--- config.mk ---
export PLATFORM = sky130hd
export DESIGN_NAME = dual_stack_shared_memory
export DESIGN_NICKNAME = d
export VERILOG_FILES = /design/src/rtl/dssm_pkg.sv /design/src/rtl/dssm_ram.sv /design/src/rtl/dual_stack_shared_memory.sv
export SDC_FILE = /design/constraint.sdc
export NUM_CORES = 1
export LEC_CHECK = 0
export ABC_AREA = 1
export BUFFER_PORTS_ARGS = -buffer_cell sky130_fd_sc_hd__buf_4
export CAP_MARGIN = 20
export CORE_MARGIN = 1.5
export CORE_UTILIZATION = 30
export CTS_BUF_LIST = sky130_fd_sc_hd__clkbuf_2
export CTS_CLUSTER_DIAMETER = 30
export CTS_CLUSTER_SIZE = 24
export DETAILED_ROUTE_END_ITERATION = 16
export PLACE_DENSITY = 0.42
export SYNTH_ARGS = -nofsm -noshare
export SYNTH_HDL_FRONTEND = slang
export SYNTH_SLANG_ARGS = --single-unit
export TNS_END_PERCENT = 5
--- constraint.sdc ---
create_clock -name i_clk -period 15.5 [get_ports i_clk]
set_clock_uncertainty 0.15 [all_clocks]
set_input_delay 3.1 -clock i_clk [delete_from_list [all_inputs] [get_ports i_clk]]
set_output_delay 3.1 -clock i_clk [all_outputs]
set_load 0.01 [all_outputs]
--- src/rtl/dssm_pkg.sv ---
// Shared constants and codes for the dual stack shared memory block.
`timescale 1ns / 1ps

package dssm_pkg;

    // Default number of words in the shared store.
    localparam int DEPTH_DEF = 32;

    // Width of one stored word and of the data fields.
    localparam int DATA_W = 32;

    // Most results that one dump emits.
    localparam int RESULT_CAP = 32;

    // Command codes.
    localparam logic [2:0] CMD_PUSH_LO = 3'd0;
    localparam logic [2:0] CMD_PUSH_HI = 3'd1;
    localparam logic [2:0] CMD_POP_LO  = 3'd2;
    localparam logic [2:0] CMD_POP_HI  = 3'd3;
    localparam logic [2:0] CMD_DUMP_LO = 3'd4;
    localparam logic [2:0] CMD_DUMP_HI = 3'd5;

    // Status codes.
    localparam logic [1:0] ST_OK       = 2'd0;
    localparam logic [1:0] ST_OVERFLOW = 2'd1;
    localparam logic [1:0] ST_EMPTY    = 2'd2;

endpackage

--- src/rtl/dssm_ram.sv ---
// Single-port-write, single-port-read synchronous RAM holding both stacks.
`timescale 1ns / 1ps

module dssm_ram #(
    parameter int DEPTH = dssm_pkg::DEPTH_DEF,
    localparam int AW = $clog2(DEPTH)
) (
    input  logic                        i_clk,
    input  logic                        i_we,
    input  logic [AW-1:0]               i_waddr,
    input  logic [dssm_pkg::DATA_W-1:0] i_wdata,
    input  logic                        i_re,
    input  logic [AW-1:0]               i_raddr,
    output logic [dssm_pkg::DATA_W-1:0] o_rdata
);

    logic [dssm_pkg::DATA_W-1:0] r_mem [DEPTH];
    logic [dssm_pkg::DATA_W-1:0] r_rdata;

    always_ff @(posedge i_clk) begin
        if (i_we) begin
            r_mem[i_waddr] <= i_wdata;
        end
    end

    // Registered read; hold the last word when no read is issued.
    always_ff @(posedge i_clk) begin
        if (i_re) begin
            r_rdata <= r_mem[i_raddr];
        end
    end

    assign o_rdata = r_rdata;

endmodule

--- src/rtl/dual_stack_shared_memory.sv ---
// Top level: two stacks sharing one RAM, with push, pop and dump commands.
`timescale 1ns / 1ps

// Two stacks share one RAM of DEPTH words: stack one grows up from word 0,
// stack two grows down from word DEPTH-1. A command is taken at a rising edge
// where start is high and busy is low. Every command that causes a result
// shows it on o_data/o_status/o_last in the cycle after it is taken,
// marked by o_strobe for that single cycle; the receiver must take it then.
// Push and pop may be issued back to back, since a push writes the RAM at
// the edge that takes it and a pop reads the RAM at the edge that takes it
// (so the write and read ordering of neighboring commands is naturally
// correct). A dump of a stack holding n entries issues one RAM read per
// cycle on the single read port, keeping busy high after it is taken until
// the last read is issued; its min(n, 32) results stream out one per cycle,
// top of stack first, with o_last on the final one. Dumping an empty
// stack gives one result with the empty status. A push when the two stacks
// together fill the RAM reports overflow and leaves the RAM alone; a pop of
// an empty stack reports empty with data zero. Codes 6 and 7 are taken and
// do nothing. The RAM needs no clearing after reset: only pushed words are
// ever read.

module dual_stack_shared_memory #(
    parameter int DEPTH = dssm_pkg::DEPTH_DEF
) (
    input  logic               i_clk,
    input  logic               i_rst_n,
    input  logic               start,
    input  logic [2:0]         i_cmd,
    input  logic signed [31:0] i_push_value,
    output logic               busy,
    output logic               o_strobe,
    output logic signed [31:0] o_data,
    output logic [1:0]         o_status,
    output logic               o_last
);

    localparam int AW = $clog2(DEPTH);
    localparam int CW = $clog2(DEPTH + 1);
    localparam int RW = $clog2(dssm_pkg::RESULT_CAP + 1);
    localparam logic [CW-1:0] DEPTH_C = CW'(DEPTH);

    // Stack fill counts.
    logic [CW-1:0] r_cnt_lo, n_cnt_lo;
    logic [CW-1:0] r_cnt_hi, n_cnt_hi;

    // Dump sequencer: reads still to issue, next address, direction.
    logic [RW-1:0] r_dump_rem, n_dump_rem;
    logic [AW-1:0] r_dump_addr, n_dump_addr;
    logic          r_dump_up, n_dump_up;

    // Result stage.
    logic          r_strobe, n_strobe;
    logic [1:0]    r_status, n_status;
    logic          r_last, n_last;
    logic          r_use_mem, n_use_mem;

    // RAM port.
    logic                        ram_we;
    logic [AW-1:0]               ram_waddr;
    logic [dssm_pkg::DATA_W-1:0] ram_wdata;
    logic                        ram_re;
    logic [AW-1:0]               ram_raddr;
    logic [dssm_pkg::DATA_W-1:0] ram_rdata;

    logic [CW:0]   cnt_sum;
    logic          full;
    logic [CW-1:0] hi_push_idx;
    logic [CW-1:0] hi_pop_idx;
    logic [CW-1:0] lo_dec;
    logic [CW-1:0] dump_n;
    logic [RW-1:0] dump_shown;
    logic [CW-1:0] dump_first;

    dssm_ram #(
        .DEPTH (DEPTH)
    ) u_ram (
        .i_clk   (i_clk),
        .i_we    (ram_we),
        .i_waddr (ram_waddr),
        .i_wdata (ram_wdata),
        .i_re    (ram_re),
        .i_raddr (ram_raddr),
        .o_rdata (ram_rdata)
    );

    assign busy = (r_dump_rem != '0);

    assign cnt_sum     = {1'b0, r_cnt_lo} + {1'b0, r_cnt_hi};
    assign full        = (cnt_sum >= {1'b0, DEPTH_C});
    assign hi_push_idx = DEPTH_C - CW'(1) - r_cnt_hi;
    assign hi_pop_idx  = DEPTH_C - r_cnt_hi;
    assign lo_dec      = r_cnt_lo - CW'(1);

    // Dump length: entries held, capped at the result limit.
    assign dump_n     = (i_cmd == dssm_pkg::CMD_DUMP_HI) ? r_cnt_hi : r_cnt_lo;
    assign dump_shown = (int'(dump_n) > dssm_pkg::RESULT_CAP) ?
                        RW'(dssm_pkg::RESULT_CAP) : RW'(dump_n);
    // Top of stack: word n-1 for stack one, word DEPTH-n for stack two.
    assign dump_first = (i_cmd == dssm_pkg::CMD_DUMP_HI) ?
                        (DEPTH_C - dump_n) : (dump_n - CW'(1));

    always_comb begin
        n_cnt_lo    = r_cnt_lo;
        n_cnt_hi    = r_cnt_hi;
        n_dump_rem  = r_dump_rem;
        n_dump_addr = r_dump_addr;
        n_dump_up   = r_dump_up;
        n_strobe    = 1'b0;
        n_status    = dssm_pkg::ST_OK;
        n_last      = 1'b1;
        n_use_mem   = 1'b0;
        ram_we      = 1'b0;
        ram_waddr   = r_cnt_lo[AW-1:0];
        ram_wdata   = i_push_value;
        ram_re      = 1'b0;
        ram_raddr   = r_dump_addr;

        if (busy) begin
            // Advance the dump: one read per cycle toward the stack bottom.
            ram_re      = 1'b1;
            ram_raddr   = r_dump_addr;
            n_strobe    = 1'b1;
            n_use_mem   = 1'b1;
            n_last      = (r_dump_rem == RW'(1));
            n_dump_rem  = r_dump_rem - RW'(1);
            n_dump_addr = r_dump_up ? (r_dump_addr + AW'(1)) : (r_dump_addr - AW'(1));
        end else if (start) begin
            unique case (i_cmd)
                dssm_pkg::CMD_PUSH_LO: begin
                    n_strobe = 1'b1;
                    if (full) begin
                        n_status = dssm_pkg::ST_OVERFLOW;
                    end else begin
                        ram_we    = 1'b1;
                        ram_waddr = r_cnt_lo[AW-1:0];
                        n_cnt_lo  = r_cnt_lo + CW'(1);
                    end
                end
                dssm_pkg::CMD_PUSH_HI: begin
                    n_strobe = 1'b1;
                    if (full) begin
                        n_status = dssm_pkg::ST_OVERFLOW;
                    end else begin
                        ram_we    = 1'b1;
                        ram_waddr = hi_push_idx[AW-1:0];
                        n_cnt_hi  = r_cnt_hi + CW'(1);
                    end
                end
                dssm_pkg::CMD_POP_LO: begin
                    n_strobe = 1'b1;
                    if (r_cnt_lo == '0) begin
                        n_status = dssm_pkg::ST_EMPTY;
                    end else begin
                        ram_re    = 1'b1;
                        ram_raddr = lo_dec[AW-1:0];
                        n_use_mem = 1'b1;
                        n_cnt_lo  = lo_dec;
                    end
                end
                dssm_pkg::CMD_POP_HI: begin
                    n_strobe = 1'b1;
                    if (r_cnt_hi == '0) begin
                        n_status = dssm_pkg::ST_EMPTY;
                    end else begin
                        ram_re    = 1'b1;
                        ram_raddr = hi_pop_idx[AW-1:0];
                        n_use_mem = 1'b1;
                        n_cnt_hi  = r_cnt_hi - CW'(1);
                    end
                end
                dssm_pkg::CMD_DUMP_LO,
                dssm_pkg::CMD_DUMP_HI: begin
                    n_strobe = 1'b1;
                    if (dump_n == '0) begin
                        n_status = dssm_pkg::ST_EMPTY;
                    end else begin
                        // Issue the top-of-stack read now, the rest from busy.
                        ram_re      = 1'b1;
                        ram_raddr   = dump_first[AW-1:0];
                        n_use_mem   = 1'b1;
                        n_last      = (dump_shown == RW'(1));
                        n_dump_rem  = dump_shown - RW'(1);
                        n_dump_up   = (i_cmd == dssm_pkg::CMD_DUMP_HI);
                        n_dump_addr = (i_cmd == dssm_pkg::CMD_DUMP_HI) ?
                                      (dump_first[AW-1:0] + AW'(1)) :
                                      (dump_first[AW-1:0] - AW'(1));
                    end
                end
                default: begin
                    // Unused code: drop it, no result.
                end
            endcase
        end
    end

    // Control state.
    always_ff @(posedge i_clk) begin
        if (!i_rst_n) begin
            r_cnt_lo   <= '0;
            r_cnt_hi   <= '0;
            r_dump_rem <= '0;
            r_strobe   <= 1'b0;
        end else begin
            r_cnt_lo   <= n_cnt_lo;
            r_cnt_hi   <= n_cnt_hi;
            r_dump_rem <= n_dump_rem;
            r_strobe   <= n_strobe;
        end
    end

    // Payload of the result stage and dump address.
    always_ff @(posedge i_clk) begin
        r_dump_addr <= n_dump_addr;
        r_dump_up   <= n_dump_up;
        r_status    <= n_status;
        r_last      <= n_last;
        r_use_mem   <= n_use_mem;
    end

    assign o_strobe = r_strobe;
    assign o_status = r_status;
    assign o_last   = r_last;
    assign o_data   = r_use_mem ? ram_rdata : '0;

    // The two stacks never claim more words than the RAM holds.
    a_no_overlap: assert property (@(posedge i_clk) disable iff (!i_rst_n)
        cnt_sum <= {1'b0, DEPTH_C})
        else $error("stack counts exceed RAM depth");

    // A dump in flight leaves both stacks untouched.
    a_dump_holds_counts: assert property (@(posedge i_clk) disable iff (!i_rst_n)
        busy |=> ($stable(r_cnt_lo) && $stable(r_cnt_hi)))
        else $error("stack count changed during dump");

    // A result only follows a taken command or a dump step.
    a_strobe_source: assert property (@(posedge i_clk) disable iff (!i_rst_n)
        o_strobe |-> $past(start || busy))
        else $error("result without a command");

endmodule

# Yosys cells after proc, flatten, opt, wreduce, memory -nomap -nowiden
# Memories as Yosys holds them, arrays and structs flattened. A register that Yosys moved wholly into a read port is not among the register bits.
# Index checks and enable logic that the tools add are counted.
dict set report op_classes {
  eq_ne 12
  bitwise 3
  addsub 15
  magnitude_cmp 2
  n_reduce_logical 17
  mux 54
}
# operator n
set op_table {}
lappend op_table {{5-bit two-way mux} 16}
lappend op_table {{6-bit two-way mux} 10}
lappend op_table {{32-bit two-way mux} 1}
lappend op_table {{6-bit case mux with 2 select lines} 2}
lappend op_table {{6-bit by 1-bit subtractor with 6-bit output (second input constant)} 4}
lappend op_table {{1-bit two-way mux} 19}
lappend op_table {{6-bit logical NOT} 3}
lappend op_table {{5-bit case mux with 3 select lines} 1}
lappend op_table {{5-bit by 1-bit subtractor with 5-bit output (second input constant)} 3}
lappend op_table {{6-bit by 1-bit adder with 6-bit output (second input constant)} 2}
lappend op_table {{6-bit by 1-bit equality test with 1-bit output (second input constant)} 2}
lappend op_table {{5-bit by 1-bit adder with 5-bit output (second input constant)} 2}
lappend op_table {{2-bit inequality test (second input constant)} 5}
lappend op_table {{5-bit AND reduction} 2}
lappend op_table {{1-bit by 5-bit subtractor with 5-bit output (first input constant)} 2}
lappend op_table {{2-bit case mux with 4 select lines} 1}
lappend op_table {{2-bit nonzero test} 4}
lappend op_table {{6-bit by 6-bit adder with 7-bit output} 1}
lappend op_table {{7-bit by 6-bit >= comparator with 1-bit output (second input constant)} 1}
lappend op_table {{3-bit by 2-bit equality test with 1-bit output (second input constant)} 2}
lappend op_table {{3-bit equality test (second input constant)} 2}
lappend op_table {{6-bit greater-than comparator (second input constant)} 1}
lappend op_table {{2-bit two-way mux} 3}
lappend op_table {{6-bit nonzero test} 1}
lappend op_table {{9 further kinds} 13}
dict set report word_totals {
  n_memories 1
  ramBits 1024
  output_inout_bits 37
  wordCells 113
  reg_bits 29
  input_bits 38
}
# name words width rd rd_clocked_by_memory_dff wr line
set memory_table {}
lappend memory_table {u_ram.r_mem 32 32 1 1 1 dssm_ram.sv:17} ;# logic [dssm_pkg::DATA_W-1:0] r_mem [DEPTH];

# Depth between registers and ports, before layout
# Gate-level depths: netlist of the first run.
dict set report depth {
  word_depth 10
  depth_mapped 25
  depth_no_buf 22
}

# Cells and area by module
# Synthesis of the first run repeated with hierarchy kept, for this count alone.
dict set report hier_totals {
  cells_unflattened 4026
  hier_area_um2 45854.0
}
# mod cells_each area_each_um2 seq_area_each_um2 n_inst
set by_module_without_submodules {}
lappend by_module_without_submodules {dssm_ram 3536 42726.0 31710.4 1}
lappend by_module_without_submodules {dual_stack_shared_memory 490 3128.0 640.6 1}

# Worst setup path before layout of the first run
# Ideal clock, no wire load.
dict set report synth_timing {
  kind {input to register}
  startpoint {input port i_cmd[1]}
  endpoint {register u_ram.r_rdata (netlist bit u_ram.o_rdata[0]) (read register of u_ram.r_mem), enable pin}
  path_buffers 1
  arrival_time_ps 6715
  t_required_ps 14883
  setup_time_ps 467
  setup_slack_ps 8168
  path_stages 15
  path_cell_list {inv_4 nand3_2 buf_6 inv_2 nand2_1 o21ai_1 inv_1 ha_1 nand3_2 nor2_4 nand2_1 nand2_1 inv_1 nor3_1 o21ai_0}
}
dict set report synth_via {
  elab_chain_len 8
  word_cells_on_any_way 18
  classes_between {add/sub (2); eq/ne (4); mux (10); reduce/logical (2)}
}
# element line
set synth_rtl {}
lappend synth_rtl {{start: declaration} dual_stack_shared_memory.sv:28} ;# input logic [2:0] i_cmd,
lappend synth_rtl {{3-bit equality test} {dual_stack_shared_memory.sv:95, dual_stack_shared_memory.sv:99, dual_stack_shared_memory.sv:128}}
lappend synth_rtl {{6-bit two-way mux} dual_stack_shared_memory.sv:95} ;# assign dump_n = (i_cmd == dssm_pkg::CMD_DUMP_HI) ? r_cnt_hi : r_cnt_lo;
lappend synth_rtl {{5-bit by 1-bit subtractor with 5-bit output / 1-bit by 5-bit subtractor with 5-bit output (equally long branches)} dual_stack_shared_memory.sv:100} ;# (DEPTH_C - dump_n) : (dump_n - CW'(1));
lappend synth_rtl {{5-bit two-way mux} dual_stack_shared_memory.sv:99} ;# assign dump_first = (i_cmd == dssm_pkg::CMD_DUMP_HI) ?
lappend synth_rtl {{5-bit two-way mux} dual_stack_shared_memory.sv:174} ;# if (dump_n == '0) begin
lappend synth_rtl {{5-bit case mux with 3 select lines} dual_stack_shared_memory.sv:128} ;# unique case (i_cmd)
lappend synth_rtl {{5-bit two-way mux} dual_stack_shared_memory.sv:127} ;# end else if (start) begin
lappend synth_rtl {{5-bit two-way mux} dual_stack_shared_memory.sv:118} ;# if (busy) begin
lappend synth_rtl {{end: declaration} dssm_ram.sv:18} ;# logic [dssm_pkg::DATA_W-1:0] r_rdata;
# Several ways; a longest one is shown, not always the timed one.
# A chain may end at the register's enable or synchronous reset.

# Worst setup path after layout of the first run
dict set report layout_timing {
  startpoint {input port i_cmd[1]}
  endpoint {register u_ram.r_rdata (netlist bit u_ram.o_rdata[23]) (read register of u_ram.r_mem) (data pin)}
}
# Same word-level chain as after synthesis.

==> results of run 1 <==
registers in the layout (all words and copies together) (netlist names):
name           flops
o_last             1
r_dump_up          1
r_use_mem          1
r_cnt_hi           6
r_cnt_lo           6
r_dump_rem         6
o_strobe           1
r_dump_addr        5
o_status           2
u_ram.o_rdata     32
u_ram.r_mem     1024
layout make-up:
type	instances	area (um^2)
multi-input cells	2662	12860
fillers	16515	105900
inverters	615	2326
clock buffers	372	1862
flip-flops and latches	1085	32350
clock inverters	168	1629
diodes	9	22.52
well taps	2160	2703
repair buffers	139	1081
cells in the mapped netlist (all sizes together) (3+ instances only):
cell / number / area, um^2
inv: 614 / 2307
nand3: 1114 / 5595
clkbuf: 34 / 127.6
ha: 24 / 300.3
nand4: 7 / 43.79
nor3: 3 / 15.01
fa: 3 / 60.06
dfxtp: 23 / 460.4
nand3b: 128 / 960.9
buf: 245 / 1251
nor2: 80 / 330.3
nand2: 1183 / 4463
xor2: 17 / 156.4
o21ai: 37 / 185.2
a21oi: 35 / 186.4
xnor2: 5 / 43.79
edfxtp: 1062 / 31890
power breakdown:
group	internal (uW)	leakage [uW]	total, uW	switching, uW
registers	3350	0.00978	3430	78.8
clock network	1250	0.00233	2590	1340
logic	982	0.0103	3560	2580
worst max path at each step:
stage / from / to / slack (ns) / cells after the start
floorplan: i_cmd[1] / u_ram.o_rdata[0] / 8.17 / 15
global placement: i_cmd[1] / u_ram.o_rdata[5] / 6.94 / 24
detailed placement: i_cmd[1] / u_ram.o_rdata[5] / 6.78 / 22
CTS: r_dump_rem[0] / busy / 8.41 / 6
global route: i_cmd[1] / u_ram.o_rdata[24] / 8.13 / 22
finish: i_cmd[1] / u_ram.o_rdata[23] / 8.46 / 22
worst min-delay path: stages, from the launching register on:
cell	delay, ns
dfxtp_1	0.31
inv_1	0.09
a21oi_1	0.07
through the flow:
stage,instances,worst slack (ns)
2_1_floorplan,4641,8.168
3_3_place_gp,6661,6.939
3_5_place_dp,6661,6.783
4_1_cts,7201,8.407
5_1_grt,7205,8.128
6_report,7210,8.465
cells by family after synthesis:
logic type,Yosys count
compound gates,92
xor+xnor,22
fa+ha+maj,27
buf+inv,894
flops,1085
mux,1
simple gates,2520
per-layer routing:
metal  wire length (um)  part of all wire (%)
met5                  9                0.0053
met4               3758                   2.2
met3              10420                   6.2
met2              78270                    46
met1              76000                    45
==> flow_metrics.env, run 1 <==
export IMPL_root_buffer="clkbuf_2"
export IMPL_cts_hold_buffers=0
export IMPL_p_leak_uw=0.02244
export IMPL_final_common_cell="nand2_1"
export IMPL_outcome="complete, no violations"
export IMPL_die_w_um=405.4
export IMPL_htreeDepth=5
export IMPL_period_share_pct=45.39
export IMPL_rows=147
export IMPL_slowest_stage="buf_4"
export IMPL_syn_inst=4641
export IMPL_rsz0062_at_grt="no"
export IMPL_grt_max_degree=175
export IMPL_ys_types=49
export IMPL_tightest_slew_ns=1.275
export IMPL_crit_buf_inv=5
export IMPL_path_max_fanout=108
export IMPL_clock_sinks=1085
export IMPL_r2r_cells=17
export IMPL_drive_above_1_share_pct=13.45
export IMPL_initial_core_util_pct=30.22
export IMPL_hold_viol_final=0
export IMPL_drv_slew=0
export IMPL_cts_setup_buffers=0
export IMPL_yosys_area_share_adder_pct=0.7418
export IMPL_cts_tree="yes"
export IMPL_cap_violations=0
export IMPL_clk_path_buf_depth=4
export IMPL_synth_top_family_by_area="simple AND/OR/NAND/NOR gates"
export IMPL_avgSynthCellArea_um2=10.47
export IMPL_vias=34689
export IMPL_ctsResizeCount=0
export IMPL_dr_pass1_iters=7
export IMPL_whs_endpoint="r_dump_rem[1]"
export IMPL_synthSimpleGateAreaFrac_pct=23.55
export IMPL_fmax_ghz=0.1421
export IMPL_yosysWarnings=0
export IMPL_finalCriticalPeriod_ns=7.035
export IMPL_top_usage_layer="met2"
export IMPL_die_y_um=405.4
export IMPL_ys_ff_latch=1085
export IMPL_wire_per_inst_um=23.36
export IMPL_io_buffers=74
export IMPL_syn_nets=4706
export IMPL_critPathMaxStageDelay_ns=0.95
export IMPL_synthToLayoutAreaGrowth_pct=12.89
export IMPL_numCtsBuffers=314
export IMPL_grtUsageMet2_pct=32.54
export IMPL_dp_hpwl_um=81120
export IMPL_synth_xor_area_share_pct=0.4121
export IMPL_drc=0
export IMPL_synth_seq_area_share_pct=66.59
export IMPL_use_met1_pct=27.81
export IMPL_syn_cell_area_um2=48580
export IMPL_hold_depth=2
export IMPL_ys_flop_type="edfxtp_1"
export IMPL_setup_viol=0
export IMPL_cp_cell_sequence="buf_4 > inv_4 > nand3_2 > nor2_1 > a21oi_1 > inv_1 > ha_1 > nand3_2 > nor2_4 > nand3_2 > nand3_2 > nand2_8 > nand2_8 > buf_4 > buf_4 > nand2_1 > nand3_1 > nand3_1 > nand3_1 > nand2_1 > nand2_1 > nand2_1"
export IMPL_slew_headroom_pct=15.02
export IMPL_fin_nets=4882
export IMPL_fin_tns_setup_ns=0
export IMPL_gr_usage_all_layers_pct=20.42
export IMPL_end_kind="flip-flop"
export IMPL_power_uw=9575
export IMPL_worst_r2r_setup_slack_ns=9.80
export IMPL_synth_compound_area_share_pct=1.084
export IMPL_coreArea_um2=160800
export IMPL_grt_pass1_vias=33899
export IMPL_synth_mux_area_share_pct=0.02060
export IMPL_grt_use_met3_pct=4.356
export IMPL_drt_wl_total_um=168500
export IMPL_grt_pass1_wl_um=241200
export IMPL_rr_endpoint="u_ram.o_rdata[23]"
export IMPL_clk_pin_slew_ns=0.10
export IMPL_start_kind="input port"
export IMPL_crit_type="in2reg"
export IMPL_max_vdd_ir_drop_uv=147.5
export IMPL_final_cell_mix="nand2_1, nand3_1, edfxtp_1"
export IMPL_placed_area_um2=51330
export IMPL_overflow=0
export IMPL_antenna_found_initial=14
export IMPL_power_density_nw_per_um2=174.6
export IMPL_synth_edff_count=1062
export IMPL_reg2reg_from="r_dump_rem[0]"
export IMPL_final_area_um2=54840
export IMPL_dieArea_um2=164400
export IMPL_hold_path_startpoint="r_dump_rem[1]"
export IMPL_clk_latency_ns=1.68
export IMPL_vias_per_cell=4.811
export IMPL_io_pins=75
export IMPL_cp_arrival_ns=8.35
export IMPL_finalCoreUtilization_pct=34.11
export IMPL_timing_hold_ws_ns=0.3642
export IMPL_drtIter0Drc=3071
export IMPL_critical_path_top_delay_family="simple AND/OR/NAND/NOR gates"
export IMPL_hold_path_class="reg2reg"
export IMPL_crit_required_ns=16.81
export IMPL_ys_async_sr_fraction_pct=0
export IMPL_final_antenna_net_count=0
export IMPL_place_gp_congestion=0.7889
(Power assumes the default switching activity.)
==> run 2, diff against run 1 <==
- clock period: 15.5 -> 6.8 ns (I/O delays scaled with it)
==> run 2 against run 1 <==
Clock power up 140%. Total power is 130% higher. Critical path type is now reg2reg. Routed wire length increased by 1.1%. Critical endpoint is now u_ram.r_mem[0][28]. Final cell count rose by 1.0%. Die area unchanged. Combinational power up 130%. First-iteration DRC count up 2.4%.
==> flow_metrics.env, run 2 (same netlist as run 1, synthesis figures left out) <==
export IMPL_fmax_ghz=0.2025
export IMPL_rows=147
export IMPL_final_cell_mix="nand2_1, nand3_1, edfxtp_1"
export IMPL_drtIter0Drc=3146
export IMPL_crit_required_ns=7.89
export IMPL_cp_cell_sequence="ha_1 > a21oi_1 > o211ai_1 > nand2_1 > nand3_1 > inv_1 > nand3_1 > o21ai_0 > nand3_1 > nor2_4 > buf_4"
export IMPL_critPathMaxStageDelay_ns=0.80
export IMPL_fill_cells=16532
export IMPL_finalCriticalPeriod_ns=4.939
export IMPL_grt_max_degree=143
export IMPL_grt_pass1_wl_um=245800
export IMPL_slowest_stage="nor2_4"
export IMPL_crit_buf_inv=2
export IMPL_multi_input_area_um2=12860
export IMPL_dieArea_um2=164400
export IMPL_initial_core_util_pct=30.22
export IMPL_fin_ws_ns=1.861
export IMPL_fin_tns_setup_ns=0
export IMPL_p_int_uw=13200
export IMPL_crit_type="reg2reg"
export IMPL_overflow=0
export IMPL_io_pins=75
export IMPL_final_antenna_net_count=0
export IMPL_clkPwrFrac_pct=27.5
export IMPL_numCtsBuffers=316
export IMPL_cts_tree="yes"
export IMPL_outcome="complete, no violations"
export IMPL_crit_path_frequent_cell="nand3_1"
export IMPL_setup_viol=0
export IMPL_hold_viol_final=0
export IMPL_largest_reg_flops=1024
export IMPL_combinationalPowerShare_pct=37.3
export IMPL_hold_path_class="reg2reg"
export IMPL_die_y_um=405.4
export IMPL_drt_wl_total_um=170400
export IMPL_drv_slew=0
export IMPL_place_gp_congestion=0.7838
export IMPL_max_vdd_ir_drop_uv=324.8
export IMPL_period_share_pct=72.63
export IMPL_htreeDepth=5
export IMPL_cap_violations=0
export IMPL_path_max_fanout=13
export IMPL_sw_frac_of_total_pct=41.07
export IMPL_vias=35193
export IMPL_final_common_cell="nand2_1"
export IMPL_switching_power_uw=9201
export IMPL_antenna_found_initial=17
export IMPL_start_kind="flip-flop"
export IMPL_slew_headroom_pct=22.70
export IMPL_clk_path_buf_depth=4
export IMPL_ff_latch_area_um2=32350
export IMPL_die_w_um=405.4
export IMPL_root_buffer="clkbuf_2"
export IMPL_coreArea_um2=160800
export IMPL_synthToLayoutAreaGrowth_pct=15.48
export IMPL_vias_per_cell=4.831
export IMPL_top_register="u_ram.r_mem"
export IMPL_cp_arrival_ns=6.03
export IMPL_io_buffers=74
export IMPL_wire_per_inst_um=23.39
export IMPL_power_density_nw_per_um2=399.3
export IMPL_clock_sinks=1085
export IMPL_drc=0
export IMPL_pwr_share_seq_pct=35.2
export IMPL_clk_pin_slew_ns=0.11
export IMPL_fin_nets=4955
export IMPL_dr_pass1_iters=5
export IMPL_grt_pass1_vias=34701
export IMPL_p_leak_uw=0.02302
export IMPL_gr_usage_all_layers_pct=20.67
export IMPL_dp_hpwl_um=86550
export IMPL_tightest_slew_ns=1.160
export IMPL_end_kind="flip-flop"
export IMPL_critical_path_top_delay_family="simple AND/OR/NAND/NOR gates"
export IMPL_cts_setup_buffers=0
export IMPL_rsz0062_at_grt="no"
export IMPL_clk_latency_ns=1.72
export IMPL_drive_above_1_share_pct=14.20
export IMPL_dpl_worst_slack_ns=1.328
[run 2: final timing paths]
path	startpoint	endpoint	slack (ns)	cells past startpoint
setup / recovery	r_cnt_lo[2]	u_ram.r_mem[0][28]	1.86	11
hold / removal	r_dump_rem[3]	r_dump_rem[3]	0.35	2
setup reg to reg	r_cnt_lo[2]	u_ram.r_mem[0][28]	1.86	11
hold reg to reg	r_dump_rem[3]	r_dump_rem[3]	0.35	2
[run 2: repair_timing]
action,in CTS,in global routing
hold buffers,39,0
endpoints found under the setup margin,0,0
gates resized for setup,0,0
hold endpoints to repair,1047,0
[run 2: power groups by stage]
stage	Combinational, uW	Clock [uW]	Sequential (uW)
after floorplan	5390	0	7840
after global placement	8380	0	8050
after detailed placement	8380	0	8030
after CTS	8430	6350	7880
after global routing	9240	6680	7900
final	8360	6160	7880
[run 2: per-layer routing]
| metal | wire length [um] | GRT usage, % |
|---|---|---|
| met1 | 77720 | 28.58 |
| met2 | 78850 | 32.71 |
| met3 | 9256 | 3.659 |
| met4 | 4502 | 6.754 |
| met5 | 39 | 0 |
[run 2: tightest hold or removal path, delay by kind of cell, from the launching register on]
family | cells | cell delay, ns
flip-flops | 1 | 0.32
AO/OA/AOI/OAI | 1 | 0.08
AND/OR/NAND/NOR | 1 | 0.06
[run 2: stage by stage]
stage / utilization (%) / std cells / total power, uW / hold WS, ns / area [um^2]
after global placement: 32.36 / 6693 / 16430 / 0.3538 / 52020
final: 34.90 / 7285 / 22400 / 0.3540 / 56100
after detailed placement: 32.36 / 6693 / 16410 / 0.3466 / 52020
after global routing: 34.89 / 7283 / 23810 / 0.2863 / 56090
after CTS: 34.89 / 7278 / 22670 / 0.1581 / 56080
after floorplan: - / 4641 / 13230 / 0.3203 / 48580
[run 2: final cells by class]
type | count | area share (%)
Sequential cell | 1085 | 57.67
Multi-Input combinational cell | 2662 | 22.93
Tap cell | 2160 | 4.818
Inverter | 615 | 4.146
Timing Repair Buffer | 210 | 3.854
Clock buffer | 375 | 3.346
Clock inverter | 171 | 3.201
Antenna cell | 7 | 0.03123
